$ cat src/rtl/assert_macros.svh
// Assertion macros shared by the key table RTL.
// No dependencies; included by the modules that carry assertions.
`ifndef ASSERT_MACROS_SVH
`define ASSERT_MACROS_SVH
`ifndef SYNTHESIS
// Check prop at every rising edge of clk, skipped while rst is high.
`define ASSERT_RST(lbl, clk, rst, prop, msg) \
   lbl: assert property (@(posedge clk) disable iff (rst) (prop)) else $error(msg);
// Check prop at every rising edge of clk, reset included.
`define ASSERT_ALWAYS(lbl, clk, prop, msg) \
   lbl: assert property (@(posedge clk) (prop)) else $error(msg);
`else
`define ASSERT_RST(lbl, clk, rst, prop, msg)
`define ASSERT_ALWAYS(lbl, clk, prop, msg)
`endif
`endif

$ cat src/rtl/lckt_pkg.sv
// Shared types and constants for the lazy clear key table.
// No dependencies; imported by every module of the block.
package lckt_pkg;

   localparam int OP_W      = 3;
   localparam int KEY_W     = 16;
   localparam int VAL_W     = 31;
   localparam int CONTRIB_W = 32;
   localparam int TOTAL_W   = 64;
   localparam int PCOUNT_W  = 17;
   localparam int COUNT_W   = 32;

   localparam logic [OP_W-1:0] OP_INSERT = 3'd0;
   localparam logic [OP_W-1:0] OP_REMOVE = 3'd1;
   localparam logic [OP_W-1:0] OP_CLEAR  = 3'd2;
   localparam logic [OP_W-1:0] OP_COUNT  = 3'd3;
   localparam logic [OP_W-1:0] OP_QUERY  = 3'd4;

   localparam logic [CONTRIB_W-1:0] CONTRIB_MISS = '1;

   typedef struct packed {
      logic [OP_W-1:0]  op;
      logic [KEY_W-1:0] key;
      logic [VAL_W-1:0] value;
   } req_type;

   typedef struct packed {
      logic signed [CONTRIB_W-1:0] contribution;
      logic signed [TOTAL_W-1:0]   running_total;
      logic [PCOUNT_W-1:0]         present_count;
      logic                        stamp_overflow;
   } rsp_type;

   typedef enum logic [1:0] {
      ST_CLEAR,
      ST_IDLE,
      ST_EXEC
   } state_type;

   typedef struct packed {
      logic clr_wr;
      logic accept;
      logic exec;
   } cmd_type;

   typedef struct packed {
      logic clr_last;
      logic out_free;
   } stat_type;

endpackage

$ cat src/rtl/lckt_ctrl.sv
// Sequencer for the key table: clearing pass, item accept, commit.
// Depends on lckt_pkg and assert_macros.svh.
`include "assert_macros.svh"
module lckt_ctrl
   import lckt_pkg::*;
(
   input  logic     clock,
   input  logic     reset,
   input  logic     req_valid,
   output logic     req_stall,
   input  stat_type stat,
   output cmd_type  cmd
);

   state_type state_ff, state_in;

   always_ff @(posedge clock) begin
      if (reset) begin
         state_ff <= ST_CLEAR;
      end else begin
         state_ff <= state_in;
      end
   end

   always_comb begin
      state_in   = state_ff;
      cmd        = '0;
      req_stall  = 1'b1;
      unique case (state_ff)
         ST_CLEAR: begin
            cmd.clr_wr = 1'b1;
            if (stat.clr_last) begin
               state_in = ST_IDLE;
            end
         end
         ST_IDLE: begin
            req_stall = 1'b0;
            if (req_valid) begin
               cmd.accept = 1'b1;
               state_in   = ST_EXEC;
            end
         end
         ST_EXEC: begin
            if (stat.out_free) begin
               cmd.exec = 1'b1;
               state_in = ST_IDLE;
            end
         end
         default: begin
            state_in = ST_CLEAR;
         end
      endcase
   end

   `ASSERT_RST(a_one_item, clock, reset, cmd.accept |=> req_stall && !cmd.accept, "second word taken while one is in flight")
   `ASSERT_RST(a_exec_frees, clock, reset, cmd.exec |=> !req_stall, "port not reopened after commit")
   `ASSERT_RST(a_no_mix, clock, reset, !(cmd.clr_wr && (cmd.accept || cmd.exec)), "item work during clearing pass")

endmodule

$ cat config.mk
export PLATFORM = sky130hd
export DESIGN_NAME = lckt_ctrl
export DESIGN_NICKNAME = d
export VERILOG_FILES = /design/src/rtl/lckt_pkg.sv /design/src/rtl/lckt_ctrl.sv
export VERILOG_INCLUDE_DIRS = /design/src /design/src/rtl
export SDC_FILE = /design/constraint.sdc
export NUM_CORES = 1
export LEC_CHECK = 0
export BUFFER_PORTS_ARGS = -buffer_cell sky130_fd_sc_hd__buf_4
export CAP_MARGIN = 40
export CELL_PAD_IN_SITES_DETAIL_PLACEMENT = 1
export CELL_PAD_IN_SITES_GLOBAL_PLACEMENT = 1
export CORE_AREA = 10 10 47 49
export DETAILED_ROUTE_END_ITERATION = 8
export DIE_AREA = 0 0 57 59
export HOLD_SLACK_MARGIN = 0.05
export PLACE_DENSITY_LB_ADDON = 0.25
export SLEW_MARGIN = 10
export SYNTH_ARGS = -nofsm -noshare
export SYNTH_HDL_FRONTEND = slang
export SYNTH_SLANG_ARGS = --single-unit
$ cat constraint.sdc
create_clock -name clock -period 1.7 [get_ports clock]
set_clock_uncertainty 0.2 [all_clocks]
set_input_delay 0 -clock clock [delete_from_list [all_inputs] [get_ports clock]]
set_output_delay 0 -clock clock [all_outputs]
set_load 0.02 [all_outputs]
==> results.yml <==
run_status:
  status: "completed"
synthesis:
  ys_seq_elements: 2
  synth_cell_type_count: 10
  netlist.top_cell.by_area: "dfxtp_1"
  ys_seq_area_frac: 0.344
  avgSynthCellArea_sq_um: 8.95
  yosysWarningCount: 0
  syn_area_sq_um: 116
  ys_top_cells_by_area: "dfxtp_1 34%, a311oi_2 13%, nand2b_1 11%"
  synth_top_area_share: 0.344
  syn-num-nets: 18
  syn-instance-count: 13
routing:
  wl_per_cell_um: 9.77
  drt_iter0_drc: 0
  dr.pass1.iters: 1
  vias_per_cell: 3.52
  vias: 155
  drc_errors: 0
  detail-route-antenna-nets: 0
  wl_um: 430
cells_and_area:
  final_layout_size_suffix_gt1_frac: 0.464
  layout-area-overhead-vs-synth_pct: 124
  final_nets: 35
  design_area_sq_um: 260
  layout_common_cells: "8 x buf_4, 4 x dlygate4sd3_1, 3 x clkbuf_4"
  fill_cells: 177
  stdcell_count: 44
  diodes: 0
  regMostFlops: "state_ff"
  final_common_cell: "buf_4"
  largest_reg_flops: 2
  reg.largest.list: "state_ff (2)"
grt:
  overflow: 0
  grt_pass1_wl_um: 821
  grt_pass1_vias: 204
  grt_max_degree: 8
  grt_use_total: 0.0310
  antenna_found_initial: 0
run:
  cap_violations: 0
clock_network:
  clock_path_buffers: 2
  clock_sinks: 2
  post-cts-setup-buffers: 0
  cts_buffers: 3
  ctsRootBufferMaster: "clkbuf_4"
  htree_num_levels: 1
  clkTransAtPathRegs_ns: 0.03
  cts_tree: "done"
  clk_latency_ns: 0.22
placed_design:
  place_congestion: 0.638
  dp_hpwl_um: 339
  placed_area_sq_um: 196
  placed_cells: 37
  port_buffers: 8
power_and_ir_drop:
  static-leakage-power_nw: 0.127
  power_density_mw_per_mm2: 828
  peakVddDrop_mv: 0.184
min_path:
  min_from: "req_valid"
  whs_path_depth: 3
  hold_end: "cmd[1]"
  worst_hold_path_type: "primary input to output port"
worst_setup_path:
  arrival_ns: 1.52
  r2r_cells: 3
  reg2reg_slack_ns: 0.09
  startpoint_type: "register"
  worstReg2RegEnd: "state_ff[1]"
  reg2reg_from: "state_ff[0]"
  end_kind: "register"
  worstSetupPathType: "register to register"
  worstPathMaxFanout: 7
  cp.required_ns: 1.60
die:
  rows: 14
  start_util: 0.0830
  fp.dieW_um: 57
  die_h_um: 59
  pin_count: 9
  die-area_sq_mm: 0.00336
  core_sq_mm: 0.00140
sta:
  hold_viol: 0
  tightest_slew_ns: 0.228
  fin_tns_setup_ns: 0
  maxSlewViolCount: 0
  rsz0062_at_grt: "no"
  finalCritPeriodShare: 0.949
  finalSetupViolCount: 0
  whs_ns: 0.207
  period_needed_ns: 1.61
  max_freq_ghz: 0.620
  maxSlewHeadroom: 0.848
cell families (layout without fill, tap and decap cells):
kind of cell / after synthesis / after routing / share of synthesized area
AND/OR/NAND/NOR: 7 / 7 / 0.344
AO/OA/AOI/OAI: 3 / 3 / 0.280
flip-flops: 2 / 2 / 0.344
buffers and inverters: 1 / 16 / 0.0322
power by group:
| part | switching (W) | leakage [nW] | internal [W] |
|---|---|---|---|
| combinational | 0.0000231 | 0.0966 | 0.0000308 |
| clock | 0.0000264 | 0.0138 | 0.0000778 |
| sequential | 0.00000612 | 0.0169 | 0.0000513 |
synth_stat cells:
library cell	n
o21ba_1	1
a311oi_2	1
inv_1	1
dfxtp_1	2
nand2_1	1
nor3b_1	1
nor2_1	2
o21a_1	1
and3b_1	1
nand2b_1	2
worst max-delay path: stages, from the launching register on:
cell	delay, ns
dfxtp_1	0.36
and3b_1	0.22
o21ba_1	0.18
dlygate4sd3_1	0.54
final cells by class:
| class | count | area [sq um] | share of cell area |
|---|---|---|---|
| Timing Repair Buffer | 12 | 100 | 0.385 |
| Multi-Input combinational cell | 10 | 72.6 | 0.279 |
| Sequential cell | 2 | 41.3 | 0.159 |
| Clock buffer | 3 | 22.5 | 0.0865 |
| Tap cell | 16 | 20.0 | 0.0769 |
| Inverter | 1 | 3.75 | 0.0144 |
timing repair:
| action | CTS | global route |
|---|---|---|
| hold buffers | 4 | 0 |
| endpoints found under the setup margin | 0 | 1 |
| gates resized for setup | 0 | 1 |
| endpoints found under the hold margin | 2 | 0 |
layer usage:
metal / GRT usage / share of wire / vias up
met4: 0.0302 / 0.026 / 0
met1: 0.0295 / 0.43 / 68
met2: 0.0419 / 0.41 / 10
met3: 0.0236 / 0.12 / 2
met5: 0 / 0 / -
li1: - / - / 75
through the flow:
step / util / total power, W / worst slack, ns
global route: 0.186 / 0.000233 / 0.0229
global placement: 0.140 / 0.000104 / 0.595
finish: 0.186 / 0.000215 / 0.0860
CTS: 0.185 / 0.000223 / 0.0464
detailed placement: 0.140 / 0.000104 / 0.598
floorplan: - / 0.0000795 / 0.566
worst max-delay path by stage:
stage,from,endpoint,slack (ns),cells after the start
after floorplan,state_ff[1],state_ff[1],0.57,2
after global placement,state_ff[1],state_ff[1],0.59,2
after detailed placement,state_ff[1],state_ff[1],0.60,2
after CTS,state_ff[1],state_ff[1],0.05,3
after global routing,state_ff[0],state_ff[1],0.02,3
final,state_ff[0],state_ff[1],0.09,3
(Power assumes the default switching activity.)
